File: src/rtl/rld_pkg.sv
`default_nettype none

package rld_pkg;

  // Bit that marks a literal control byte, and the mask for its run length.
  localparam int unsigned LitFlagBit = 7;
  localparam logic [7:0]  Low7Mask   = 8'h7F;

  // Value added to a repeat control byte to give the run length.
  localparam logic [7:0]  RepeatBias = 8'd3;

  // Result status codes.
  localparam logic [1:0] StatusOk    = 2'd0;
  localparam logic [1:0] StatusHdr   = 2'd1;
  localparam logic [1:0] StatusTrunc = 2'd2;

  // Depth of the command queue between front and back.
  localparam int unsigned QDepth = 4;
  localparam int unsigned QPtrW  = $clog2(QDepth);

  typedef struct packed {
    logic [7:0] in_byte;
    logic       first;
  } in_t;

  typedef struct packed {
    logic [7:0]  tile_a;
    logic [7:0]  tile_b;
    logic [7:0]  tile_c;
    logic [7:0]  tile_d;
    logic [2:0]  lanes_valid;
    logic [15:0] position;
    logic        last;
    logic [1:0]  status;
  } out_t;

  typedef enum logic [1:0] {
    CMD_START,
    CMD_STATUS,
    CMD_REP,
    CMD_LIT
  } cmd_kind_e;

  // One command from the parser to the tile engine.
  typedef struct packed {
    cmd_kind_e   kind;
    logic [7:0]  value;
    logic [7:0]  count;
    logic        trunc;
    logic [1:0]  status;
  } cmd_t;

endpackage

`default_nettype wire

File: src/rtl/rld_front.sv
`default_nettype none

module rld_front (
  input  wire logic           clk_i,
  input  wire logic           rst_ni,
  input  wire logic [15:0]    map_tiles_i,
  input  wire logic           in_valid_i,
  output logic                in_ready_o,
  input  wire rld_pkg::in_t   in_data_i,
  input  wire logic           q_full_i,
  output logic                q_push_o,
  output rld_pkg::cmd_t       q_cmd_o
);

  typedef enum logic [2:0] {
    F_WAIT,
    F_HDR,
    F_CTRL,
    F_REP,
    F_LIT
  } front_state_e;

  front_state_e state_q, state_d;
  logic [1:0]   hdr_idx_q, hdr_idx_d;
  logic [15:0]  hdr_lo_q, hdr_lo_d;
  logic         hdr_hi_nz_q, hdr_hi_nz_d;
  logic [7:0]   count_q, count_d;

  logic         accept;
  logic [7:0]   b;
  logic         hi_nz_new;
  logic [7:0]   left_new;

  // Every transfer may push one command, so the queue must have room.
  assign in_ready_o = !q_full_i;
  assign accept     = in_valid_i && in_ready_o;
  assign b          = in_data_i.in_byte;

  // Parse the byte stream and build commands for the tile engine.
  always_comb begin
    state_d     = state_q;
    hdr_idx_d   = hdr_idx_q;
    hdr_lo_d    = hdr_lo_q;
    hdr_hi_nz_d = hdr_hi_nz_q;
    count_d     = count_q;
    q_push_o    = 1'b0;
    q_cmd_o     = '{kind: rld_pkg::CMD_START, value: b, count: 8'd1, trunc: 1'b0,
                    status: rld_pkg::StatusOk};
    hi_nz_new   = hdr_hi_nz_q || (b != 8'd0);
    left_new    = count_q - 8'd1;
    if (accept) begin
      if (in_data_i.first) begin
        state_d     = F_HDR;
        hdr_idx_d   = 2'd1;
        hdr_lo_d    = {8'd0, b};
        hdr_hi_nz_d = 1'b0;
      end else begin
        unique case (state_q)
          F_WAIT: begin
            state_d = F_WAIT;
          end
          F_HDR: begin
            hdr_idx_d = hdr_idx_q + 2'd1;
            if (hdr_idx_q == 2'd1) begin
              hdr_lo_d[15:8] = b;
            end else begin
              hdr_hi_nz_d = hi_nz_new;
            end
            // Fourth header byte: check the tile count.
            if (hdr_idx_q == 2'd3) begin
              q_push_o = 1'b1;
              if (hi_nz_new || (hdr_lo_q != map_tiles_i)) begin
                q_cmd_o.kind   = rld_pkg::CMD_STATUS;
                q_cmd_o.status = rld_pkg::StatusHdr;
                state_d        = F_WAIT;
              end else if (map_tiles_i == 16'd0) begin
                q_cmd_o.kind   = rld_pkg::CMD_STATUS;
                q_cmd_o.status = rld_pkg::StatusOk;
                state_d        = F_WAIT;
              end else begin
                q_cmd_o.kind = rld_pkg::CMD_START;
                state_d      = F_CTRL;
              end
            end
          end
          F_CTRL: begin
            if (b[rld_pkg::LitFlagBit]) begin
              count_d = (b & rld_pkg::Low7Mask) + 8'd1;
              state_d = F_LIT;
            end else begin
              count_d = b + rld_pkg::RepeatBias;
              state_d = F_REP;
            end
          end
          F_REP: begin
            q_push_o      = 1'b1;
            q_cmd_o.kind  = rld_pkg::CMD_REP;
            q_cmd_o.count = count_q;
            state_d       = F_CTRL;
          end
          F_LIT: begin
            q_push_o      = 1'b1;
            q_cmd_o.kind  = rld_pkg::CMD_LIT;
            q_cmd_o.trunc = (left_new != 8'd0);
            count_d       = left_new;
            if (left_new == 8'd0) begin
              state_d = F_CTRL;
            end
          end
          default: begin
            state_d = F_WAIT;
          end
        endcase
      end
    end
  end

  // Parser state registers.
  always_ff @(posedge clk_i or negedge rst_ni) begin
    if (!rst_ni) begin
      state_q     <= F_WAIT;
      hdr_idx_q   <= 2'd0;
      hdr_lo_q    <= 16'd0;
      hdr_hi_nz_q <= 1'b0;
      count_q     <= 8'd0;
    end else begin
      state_q     <= state_d;
      hdr_idx_q   <= hdr_idx_d;
      hdr_lo_q    <= hdr_lo_d;
      hdr_hi_nz_q <= hdr_hi_nz_d;
      count_q     <= count_d;
    end
  end

endmodule

`default_nettype wire

File: src/rtl/rld_fifo.sv
`default_nettype none

module rld_fifo (
  input  wire logic          clk_i,
  input  wire logic          rst_ni,
  input  wire logic          push_i,
  input  wire rld_pkg::cmd_t push_data_i,
  output logic               full_o,
  input  wire logic          pop_i,
  output logic               empty_o,
  output rld_pkg::cmd_t      head_o
);

  rld_pkg::cmd_t                 mem_q [rld_pkg::QDepth];
  logic [rld_pkg::QPtrW-1:0]     wr_ptr_q, rd_ptr_q;
  logic [rld_pkg::QPtrW:0]       fill_q;
  logic                          do_push, do_pop;

  assign full_o  = (fill_q == (rld_pkg::QPtrW+1)'(rld_pkg::QDepth));
  assign empty_o = (fill_q == '0);
  assign head_o  = mem_q[rd_ptr_q];
  assign do_push = push_i && !full_o;
  assign do_pop  = pop_i && !empty_o;

  // Command storage.
  always_ff @(posedge clk_i) begin
    if (do_push) begin
      mem_q[wr_ptr_q] <= push_data_i;
    end
  end

  // Pointers and fill level.
  always_ff @(posedge clk_i or negedge rst_ni) begin
    if (!rst_ni) begin
      wr_ptr_q <= '0;
      rd_ptr_q <= '0;
      fill_q   <= '0;
    end else begin
      if (do_push) begin
        wr_ptr_q <= wr_ptr_q + (rld_pkg::QPtrW)'(1);
      end
      if (do_pop) begin
        rd_ptr_q <= rd_ptr_q + (rld_pkg::QPtrW)'(1);
      end
      if (do_push && !do_pop) begin
        fill_q <= fill_q + (rld_pkg::QPtrW+1)'(1);
      end else if (do_pop && !do_push) begin
        fill_q <= fill_q - (rld_pkg::QPtrW+1)'(1);
      end
    end
  end

endmodule

`default_nettype wire

File: src/rtl/rld_back.sv
`default_nettype none

module rld_back #(
  parameter int unsigned LANES = 4
) (
  input  wire logic          clk_i,
  input  wire logic          rst_ni,
  input  wire logic [15:0]   map_tiles_i,
  input  wire logic          q_empty_i,
  input  wire rld_pkg::cmd_t q_head_i,
  output logic               q_pop_o,
  output logic               out_valid_o,
  input  wire logic          out_ready_i,
  output rld_pkg::out_t      out_data_o
);

  // A word holds at most four tiles whatever LANES says.
  localparam int unsigned WordLanes = (LANES > 4) ? 4 : ((LANES < 1) ? 1 : LANES);

  logic [15:0]   tile_pos_q;
  logic [1:0]    held_cnt_q;
  logic [7:0]    held_q [3];
  logic          done_q;
  logic          started_q;
  logic [7:0]    rem_q;
  logic          trunc_q;
  logic          out_valid_q;
  rld_pkg::out_t out_data_q;

  logic          can_emit;
  logic [7:0]    eff_rem;
  logic          eff_trunc;
  logic          fin;
  logic          flush;
  logic          do_tile;
  logic          do_start;
  logic          emit;
  logic [7:0]    lane [4];
  rld_pkg::out_t word;

  assign can_emit = !out_valid_q || out_ready_i;

  // Run length and overrun flag for the command at the queue head.
  always_comb begin
    if (started_q) begin
      eff_rem   = rem_q;
      eff_trunc = trunc_q;
    end else if (q_head_i.kind == rld_pkg::CMD_REP) begin
      eff_rem   = q_head_i.count;
      eff_trunc = (({1'b0, tile_pos_q} + {9'd0, q_head_i.count}) > {1'b0, map_tiles_i});
    end else begin
      eff_rem   = q_head_i.count;
      eff_trunc = q_head_i.trunc;
    end
  end

  assign fin   = (({1'b0, tile_pos_q} + 17'd1) >= {1'b0, map_tiles_i});
  assign flush = (({1'b0, held_cnt_q} + 3'd1) >= 3'(WordLanes)) || fin;

  // Lanes of a packed word: held tiles, then the new tile, then zeros.
  always_comb begin
    for (int j = 0; j < 3; j++) begin
      if (2'(j) < held_cnt_q) begin
        lane[j] = held_q[j];
      end else if (2'(j) == held_cnt_q) begin
        lane[j] = q_head_i.value;
      end else begin
        lane[j] = 8'd0;
      end
    end
    lane[3] = (held_cnt_q == 2'd3) ? q_head_i.value : 8'd0;
  end

  // Decide what the head command does this cycle.
  always_comb begin
    q_pop_o  = 1'b0;
    do_tile  = 1'b0;
    do_start = 1'b0;
    emit     = 1'b0;
    word     = '{tile_a: 8'd0, tile_b: 8'd0, tile_c: 8'd0, tile_d: 8'd0,
                 lanes_valid: 3'd0, position: 16'd0, last: 1'b1,
                 status: q_head_i.status};
    if (!q_empty_i) begin
      unique case (q_head_i.kind)
        rld_pkg::CMD_START: begin
          q_pop_o  = 1'b1;
          do_start = 1'b1;
        end
        rld_pkg::CMD_STATUS: begin
          if (can_emit) begin
            q_pop_o = 1'b1;
            emit    = 1'b1;
          end
        end
        rld_pkg::CMD_REP, rld_pkg::CMD_LIT: begin
          if (done_q) begin
            // The map has ended: drop what is left of the stream.
            q_pop_o = 1'b1;
          end else if (!flush || can_emit) begin
            do_tile = 1'b1;
            q_pop_o = fin || (eff_rem == 8'd1);
            emit    = flush;
            word.tile_a      = lane[0];
            word.tile_b      = lane[1];
            word.tile_c      = lane[2];
            word.tile_d      = lane[3];
            word.lanes_valid = {1'b0, held_cnt_q} + 3'd1;
            word.position    = tile_pos_q - {14'd0, held_cnt_q};
            word.last        = fin;
            word.status      = (fin && eff_trunc) ? rld_pkg::StatusTrunc
                                                  : rld_pkg::StatusOk;
          end
        end
        default: begin
          q_pop_o = 1'b1;
        end
      endcase
    end
  end

  // Tile store for a word that is not yet full.
  always_ff @(posedge clk_i) begin
    if (do_tile && !flush) begin
      held_q[held_cnt_q] <= q_head_i.value;
    end
  end

  // Map position, packing and run progress.
  always_ff @(posedge clk_i or negedge rst_ni) begin
    if (!rst_ni) begin
      tile_pos_q <= 16'd0;
      held_cnt_q <= 2'd0;
      done_q     <= 1'b1;
      started_q  <= 1'b0;
      rem_q      <= 8'd0;
      trunc_q    <= 1'b0;
    end else begin
      if (do_start) begin
        tile_pos_q <= 16'd0;
        held_cnt_q <= 2'd0;
        done_q     <= 1'b0;
        started_q  <= 1'b0;
      end else if (do_tile) begin
        tile_pos_q <= tile_pos_q + 16'd1;
        held_cnt_q <= flush ? 2'd0 : held_cnt_q + 2'd1;
        done_q     <= fin;
        started_q  <= !q_pop_o;
        rem_q      <= eff_rem - 8'd1;
        trunc_q    <= eff_trunc;
      end
    end
  end

  // Output register: the next word may be loaded as the current one leaves.
  always_ff @(posedge clk_i or negedge rst_ni) begin
    if (!rst_ni) begin
      out_valid_q <= 1'b0;
    end else if (emit) begin
      out_valid_q <= 1'b1;
    end else if (out_ready_i) begin
      out_valid_q <= 1'b0;
    end
  end

  always_ff @(posedge clk_i) begin
    if (emit) begin
      out_data_q <= word;
    end
  end

  assign out_valid_o = out_valid_q;
  assign out_data_o  = out_data_q;

endmodule

`default_nettype wire

File: src/rtl/run_length_map_decoder_top.sv
// Channel | Direction | Handshake             | Payload
// in      | input     | in_valid_i/in_ready_o   | rld_pkg::in_t (in_byte, first)
// out     | output    | out_valid_o/out_ready_i | rld_pkg::out_t (four tiles, status)
// cfg     | input     | cfg_valid_i/cfg_ready_o | map_tiles, 16 bits
//
// Header and control bytes yield no tile work; a literal byte gives one tile,
// a repeat byte control + 3 tiles, one tile per cycle while a command is queued
// and the output is not held, a word leaving every WordLanes tiles or at map end.
// A four-entry command queue sits between parser and engine; the parser
// stalls only when it is full, the engine only when the output register is held.
// Reset returns to waiting for a header with map_tiles at 4096.
`default_nettype none

module run_length_map_decoder_top #(
  parameter int unsigned LANES = 4
) (
  input  wire logic          clk_i,
  input  wire logic          rst_ni,
  input  wire logic          in_valid_i,
  output logic               in_ready_o,
  input  wire rld_pkg::in_t  in_data_i,
  output logic               out_valid_o,
  input  wire logic          out_ready_i,
  output rld_pkg::out_t      out_data_o,
  input  wire logic          cfg_valid_i,
  output logic               cfg_ready_o,
  input  wire logic [15:0]   cfg_data_i
);

  logic [15:0]   map_tiles_q;
  logic          q_push, q_full, q_pop, q_empty;
  rld_pkg::cmd_t q_cmd, q_head;

  // Map size register, always ready for a transfer.
  assign cfg_ready_o = 1'b1;

  always_ff @(posedge clk_i or negedge rst_ni) begin
    if (!rst_ni) begin
      map_tiles_q <= 16'd4096;
    end else if (cfg_valid_i && cfg_ready_o) begin
      map_tiles_q <= cfg_data_i;
    end
  end

  rld_front u_front (
    .clk_i       (clk_i),
    .rst_ni      (rst_ni),
    .map_tiles_i (map_tiles_q),
    .in_valid_i  (in_valid_i),
    .in_ready_o  (in_ready_o),
    .in_data_i   (in_data_i),
    .q_full_i    (q_full),
    .q_push_o    (q_push),
    .q_cmd_o     (q_cmd)
  );

  rld_fifo u_fifo (
    .clk_i       (clk_i),
    .rst_ni      (rst_ni),
    .push_i      (q_push),
    .push_data_i (q_cmd),
    .full_o      (q_full),
    .pop_i       (q_pop),
    .empty_o     (q_empty),
    .head_o      (q_head)
  );

  rld_back #(
    .LANES (LANES)
  ) u_back (
    .clk_i       (clk_i),
    .rst_ni      (rst_ni),
    .map_tiles_i (map_tiles_q),
    .q_empty_i   (q_empty),
    .q_head_i    (q_head),
    .q_pop_o     (q_pop),
    .out_valid_o (out_valid_o),
    .out_ready_i (out_ready_i),
    .out_data_o  (out_data_o)
  );

endmodule

`default_nettype wire

File: config.mk
export PLATFORM = sky130hd
export DESIGN_NAME = run_length_map_decoder_top
export DESIGN_NICKNAME = d
export VERILOG_FILES = /design/src/rtl/rld_pkg.sv /design/src/rtl/rld_front.sv /design/src/rtl/rld_fifo.sv /design/src/rtl/rld_back.sv /design/src/rtl/run_length_map_decoder_top.sv
export SDC_FILE = /design/constraint.sdc
export NUM_CORES = 1
export LEC_CHECK = 0
export ABC_CLOCK_PERIOD_IN_PS = 9400
export BUFFER_PORTS_ARGS = -buffer_cell sky130_fd_sc_hd__buf_4
export CAP_MARGIN = 10
export CORE_MARGIN = 2
export CORE_UTILIZATION = 57
export DETAILED_ROUTE_END_ITERATION = 7
export MAX_ROUTING_LAYER = met4
export PLACE_DENSITY = 0.76
export SLEW_MARGIN = 15
export SYNTH_ARGS = -nofsm -noshare
export SYNTH_HDL_FRONTEND = slang
export SYNTH_SLANG_ARGS = --single-unit
File: constraint.sdc
create_clock -name clk_i -period 9.4 [get_ports clk_i]
set_clock_uncertainty 0.05 [all_clocks]
set_input_delay 1.88 -clock clk_i [delete_from_list [all_inputs] [get_ports clk_i]]
set_output_delay 1.88 -clock clk_i [all_outputs]
set_load 0.02 [all_outputs]
==> impl_metrics.yaml, run 1 <==
cts:
  clock_latency_ns: 0.54
  cts-root-buf: "clkbuf_16"
  cts.sink_count: 241
  cts_max_level: 1
  cts_setup_buffers: 0
  cts_tree: "built"
  cts_buffer_depth: 3
  post_cts_resized: 0
  clk_pin_slew_ns: 0.07
  cts_buffers: 25
  ctsHoldBuffers: 0
timing:
  finalMaxSlewViolations: 0
  post-route-min-period_ns: 5.15
  min_period_over_period_pct: 54.8
  slew_headroom_pct: 30.0
  rsz0062_at_grt: "false"
  hold_viol: 0
  setup_violations: 0
  tightest_slew_ns: 1.04
  max_freq_mhz: 194
  setup_tns_ns: 0
  layout_setup_ws_ns: 4.25
  whs_ns: 0.452
hold_path:
  hold_path_class: "flip-flop to flip-flop"
  hold_path_end: "u_front.hdr_hi_nz_q$_DFFE_PN0P_"
  hold_start: "u_front.hdr_hi_nz_q$_DFFE_PN0P_"
  min_path_cells: 1
die:
  dieArea_mm2: 0.0235
  initial_core_util_pct: 58.1
  core_area_mm2: 0.0218
  pin_count: 87
  core.rowCount: 54
  die_x_um: 153
  dieHeight_um: 153
yosys:
  ys_ff_latch: 241
  synth_fp_nets: 1152
  ys_types: 82
  synth_edf_count: 158
  seq_area_frac_synth_pct: 53.8
  yosys-top-cells-area: "edfxtp_1 37%, dfrtp_1 16%, ha_1 6.0%"
  syn_inst: 1058
  netlist_area_mm2: 0.0127
  synth_top_area_share_pct: 37.4
  async_reset_ff_share_pct: 34.4
  yosys.area.top_type: "edfxtp_1"
  ys_warn_count: 0
  avgSynthCellArea_um2: 12.0
  synth_flop_cell: "edfxtp_1"
layout:
  syn_to_final_growth_pct: 12.6
  stdcell_count: 1416
  fin_util_pct: 65.4
  final_nets: 1211
  layout.cells.most_common_list: "158 x edfxtp_1, 90 x buf_4, 81 x dfrtp_1"
  final_common_cell: "edfxtp_1"
  drive_gt1_share_pct: 17.4
  num_antenna_cells: 0
setup_path:
  crit_arrival_ns: 5.56
  crit_fanout: 22
  r2r_cells: 19
  startpoint_type: "flip-flop"
  critPathLaunch: "u_back.tile_pos_q[1]$_DFFE_PN0P_"
  required_ns: 9.81
  path_class: "flip-flop to flip-flop"
  cp-end-kind: "flip-flop"
  r2r_slack_ns: 4.25
  reg2reg_to: "u_fifo.fill_q[2]$_DFFE_PN0P_"
  rr_startpoint: "u_back.tile_pos_q[1]$_DFFE_PN0P_"
detailed_routing:
  drt-total-wl_um: 27500
  ant_nets: 0
  drt_pass1_iterations: 5
  drtIter0Drc: 672
  drcViolationCount: 0
  vias: 8432
  viasPerCell: 5.95
  wl_per_cell_um: 19.4
global_routing:
  grt_max_degree: 57
  grt_pass1_vias: 8320
  grt_overflow: 0
  antenna_found_initial: 0
  track_usage_pct: 24.4
  grt_pass1_wl_um: 44700
run_status:
  status: "complete, no violations"
place:
  detailed_place_hpwl_um: 19000
  dp_cells: 1370
  pre_cts_slack_ns: 4.36
  io_buffers: 85
  gp_congestion: 0.852
run:
  cap_viol_max_count: 0
power:
  vdd_drop_max_mv: 0.153
  leakage_nw: 5.87
  power.density_mw_per_mm2: 284
-- power breakdown --
| part | internal (mW) | leakage, nW | switching, mW |
|---|---|---|---|
| clock network | 0.613 | 0.423 | 0.416 |
| registers | 1.39 | 2.57 | 0.132 |
| logic | 0.587 | 2.88 | 0.913 |
-- registers in the layout, summed over array words and instances (netlist names), 3 cells and up --
register           count
u_fifo.fill_q          3
u_front.count_q        8
u_back.out_data_o     54
u_back.held_q         24
u_front.hdr_lo_q      16
u_fifo.mem_q          80
u_back.tile_pos_q     16
map_tiles_q           16
u_front.state_q        3
u_back.rem_q           8
-- cells by family (layout without fill, tap and decap cells) --
kind of cell    count (synthesis)  in the layout  share of synthesized area [%]
fa+ha+maj                      64             64                           6.49
buf+inv                       100            178                           3.48
flops                         241            241                           53.8
compound gates                195            195                           11.1
xor+xnor                       76             76                           5.25
mux                            50             50                           6.25
simple gates                  331            331                           13.6
other cells                     1              1                         0.0296
-- worst max-delay path, cell delays in order (launching register included) --
cell	delay, ns
dfrtp_1	0.51
ha_1	0.34
nand4_2	0.15
nor2_2	0.25
nand3_1	0.26
nor2_1	0.26
xor2_1	0.11
ha_1	0.31
nand4_1	0.17
nand2b_1	0.19
a21oi_1	0.44
o31a_2	0.61
a211oi_2	0.18
inv_1	0.11
ha_1	0.18
inv_1	0.07
fa_1	0.38
xor2_1	0.17
nor2_1	0.13
xor2_1	0.17
-- routing by layer --
| layer | track usage (%) | wire (um) |
|---|---|---|
| met1 | 33.8 | 12500 |
| met2 | 38.6 | 13100 |
| met3 | 2.84 | 1240 |
| met4 | 7.05 | 690 |
| met5 | - | 0 |
-- Yosys cell counts, drive strengths merged, types with 5 or more instances --
master  count
a211oi      7
nand3      25
nor4b       9
mux4       19
o21ai      62
ha         61
xnor2      41
nor2b       8
clkbuf     31
nand2b     11
xor2       35
or3         7
a21o       11
nor2       83
a21oi      33
nor3       35
buf        27
dfrtp      81
a22oi      20
a32o        5
a221o      10
inv        42
a211o       5
nand4      18
nor4       20
and2       27
mux2       15
nand2      72
edfxtp    158
o21a        5
mux2i      16
o31ai       5
-- cell type report --
class	instances	area (um^2)
Fill cell	1626	7540
Sequential cell	241	6820
Multi-Input combinational cell	717	5420
Timing Repair Buffer	90	676
Clock buffer	31	658
Tap cell	280	350
Clock inverter	15	195
Inverter	42	158
-- metrics by stage --
stage	total power, mW	instance area (um^2)
final	4.06	14300
after global routing	4.29	14300
after CTS	4.07	14300
after detailed placement	3.03	13400
after global placement	2.99	13400
after floorplan	2.64	12700
-- worst max-delay path by stage --
| stage | depth (start not counted) | endpoint | slack (ns) |
|---|---|---|---|
| 3_5_place_dp | 19 | u_fifo.fill_q[2]$_DFFE_PN0P_ | 4.36 |
| 3_3_place_gp | 17 | u_fifo.fill_q[1]$_DFFE_PN0P_ | 4.50 |
| 2_1_floorplan | 13 | u_back.out_data_o[0]$_DFFE_PP_ | 4.81 |
| 6_report | 19 | u_fifo.fill_q[2]$_DFFE_PN0P_ | 4.25 |
| 4_1_cts | 19 | u_fifo.fill_q[2]$_DFFE_PN0P_ | 4.27 |
| 5_1_grt | 19 | u_fifo.fill_q[2]$_DFFE_PN0P_ | 3.86 |
No activity file was read; power rests on OpenSTA's default activity.
==> run 2: changes to the inputs <==
--- a/config.mk
+++ b/config.mk
@@ -5,7 +5,7 @@
 export SDC_FILE = /design/constraint.sdc
 export NUM_CORES = 1
 export LEC_CHECK = 0
-export ABC_CLOCK_PERIOD_IN_PS = 9400
+export ABC_CLOCK_PERIOD_IN_PS = 4800
 export BUFFER_PORTS_ARGS = -buffer_cell sky130_fd_sc_hd__buf_4
 export CAP_MARGIN = 10
 export CORE_MARGIN = 2
==> constraint.sdc (replaced) <==
create_clock -name clk_i -period 4.8 [get_ports clk_i]
set_clock_uncertainty 0.05 [all_clocks]
set_input_delay 0.96 -clock clk_i [delete_from_list [all_inputs] [get_ports clk_i]]
set_output_delay 0.96 -clock clk_i [all_outputs]
set_load 0.02 [all_outputs]
==> impl_metrics.yaml, run 2 (synthesized netlist as in run 1, its figures left out) <==
hold_path:
  hold_path_class: "input port to asynchronous set/reset pin"
layout:
  fillerInstances: 1628
  num_antenna_cells: 0
  seq_area_mm2: 0.00682
  final_common_cell: "edfxtp_1"
  layout.cells.most_common_list: "158 x edfxtp_1, 111 x buf_4, 81 x dfrtp_1"
  final_nets: 1233
  multiInputGateArea_mm2: 0.00542
  syn_to_final_growth_pct: 13.7
  top_register: "u_fifo.mem_q"
  stdcell_count: 1437
  largest_reg_flops: 80
  drive_gt1_share_pct: 18.8
power:
  switchingPower_mw: 2.88
  internal_power_mw: 5.04
  seq_power_share_pct: 37.6
  vdd_drop_max_mv: 0.278
  leakage_nw: 5.97
  combPwrFrac_pct: 37.8
  power.density_mw_per_mm2: 549
  sw_frac_of_total_pct: 36.3
  clkPwrFrac_pct: 24.6
detailed_routing:
  vias: 8602
  drtIter0Drc: 809
  drt-total-wl_um: 27800
  wl_per_cell_um: 19.3
  drt_pass1_iterations: 5
  drcViolationCount: 0
  viasPerCell: 5.99
  ant_nets: 0
setup_path:
  cp-end-kind: "flip-flop"
  crit_arrival_ns: 4.89
  path_cells: "and2_1, nand4_1, or3_1, nor2_1, xor2_1, ha_1, a21o_1, a221oi_2, o41ai_4, a2111oi_4, a211oi_2, inv_1, ha_1, inv_1, fa_1, xor2_1, nor2_1, xor2_1"
  reg2reg_to: "u_fifo.fill_q[2]$_DFFE_PN0P_"
  critPathBufInv: 2
  r2r_cells: 18
  cpMostUsedCell: "xor2_1"
  required_ns: 5.21
  crit_fanout: 9
  worst_path_largest_cell_delay_ns: 0.55
  path_delay_family: "compound AO/OA/AOI/OAI gates"
  path_class: "flip-flop to flip-flop"
  rr_startpoint: "u_back.tile_pos_q[3]$_DFFE_PN0P_"
  r2r_slack_ns: 0.32
  startpoint_type: "flip-flop"
  cp_slowest_cell: "dfrtp_1"
global_routing:
  grt_max_degree: 84
  grt_pass1_wl_um: 44800
  track_usage_pct: 24.5
  grt_pass1_vias: 8409
  grt_overflow: 0
  antenna_found_initial: 0
cts:
  cts_max_level: 1
  cts_setup_buffers: 0
  cts-root-buf: "clkbuf_16"
  clk_pin_slew_ns: 0.06
  cts.sink_count: 241
  cts_buffer_depth: 3
  post_cts_resized: 0
  ctsHoldBuffers: 0
  cts_buffers: 25
  clock_latency_ns: 0.54
  cts_tree: "built"
die:
  initial_core_util_pct: 58.1
  dieHeight_um: 153
  core_area_mm2: 0.0218
  die_x_um: 153
  pin_count: 87
  dieArea_mm2: 0.0235
  core.rowCount: 54
place:
  gp_congestion: 0.878
  pre_cts_slack_ns: 0.349
  detailed_place_hpwl_um: 19800
  io_buffers: 85
  dp_cells: 1392
timing:
  max_freq_mhz: 223
  slew_headroom_pct: 21.6
  post-route-min-period_ns: 4.48
  tightest_slew_ns: 1.18
  hold_viol: 0
  setup_violations: 0
  rsz0062_at_grt: "false"
  min_period_over_period_pct: 93.4
  finalMaxSlewViolations: 0
  layout_setup_ws_ns: 0.318
  setup_tns_ns: 0
  whs_ns: 0.432
run:
  cap_viol_max_count: 0
run_status:
  status: "complete, no violations"
-- run 2: cell types whose count changed in the layout (fill, tap and decap cells not counted) --
cell / change
buf_4: +21
clkbuf_1: -4
clkinv_1: +4
a21oi_1: +1
a21oi_2: -1
buf_6: +1
bufinv_16: -1
clkinv_2: -1
inv_6: +1
-- run 2: per-stage QoR --
step	area (um^2)	total power, mW	utilization (%)
after detailed placement	13600	6.00	62.3
after global placement	13600	5.90	62.3
after floorplan	12700	5.17	-
after CTS	14400	7.96	66.1
final	14400	7.92	66.1
after global routing	14400	8.39	66.1
-- run 2: per-layer routing --
metal	share of wire (%)	global-route usage [%]
met4	1.8	5.47
met2	48	39.1
met1	43	33.8
met3	6.9	3.80
met5	0	-
-- run 2: area by class of cell --
cell class / instances / area share [%]
flip-flops and latches: 241 / 47.3
multi-input cells: 717 / 37.6
repair buffers: 112 / 5.86
clock buffers: 27 / 4.46
well taps: 280 / 2.43
clock inverters: 18 / 1.28
inverters: 42 / 1.09
-- run 2: how the worst max path moves through the flow --
stage                                startpoint  slack [ns]                             end  cells past startpoint
2_1_floorplan  u_back.tile_pos_q[1]$_DFFE_PN0P_        0.21  u_back.out_data_o[0]$_DFFE_PP_                     13
3_3_place_gp   u_back.tile_pos_q[3]$_DFFE_PN0P_        0.47    u_fifo.fill_q[1]$_DFFE_PN0P_                     16
3_5_place_dp   u_back.tile_pos_q[3]$_DFFE_PN0P_        0.35    u_fifo.fill_q[2]$_DFFE_PN0P_                     18
4_1_cts        u_back.tile_pos_q[3]$_DFFE_PN0P_        0.35    u_fifo.fill_q[2]$_DFFE_PN0P_                     18
5_1_grt        u_back.tile_pos_q[0]$_DFFE_PN0P_        0.02    u_fifo.fill_q[2]$_DFFE_PN0P_                     19
6_report       u_back.tile_pos_q[3]$_DFFE_PN0P_        0.32    u_fifo.fill_q[2]$_DFFE_PN0P_                     18
-- run 2: power by group through the flow --
stage | clock network, mW | logic, mW | registers (mW)
final | 1.95 | 3.00 | 2.98
after global routing | 2.06 | 3.31 | 3.02
after CTS | 1.98 | 3.01 | 2.98
after detailed placement | 0 | 2.99 | 3.01
after global placement | 0 | 2.90 | 2.99
after floorplan | 0 | 2.06 | 3.11
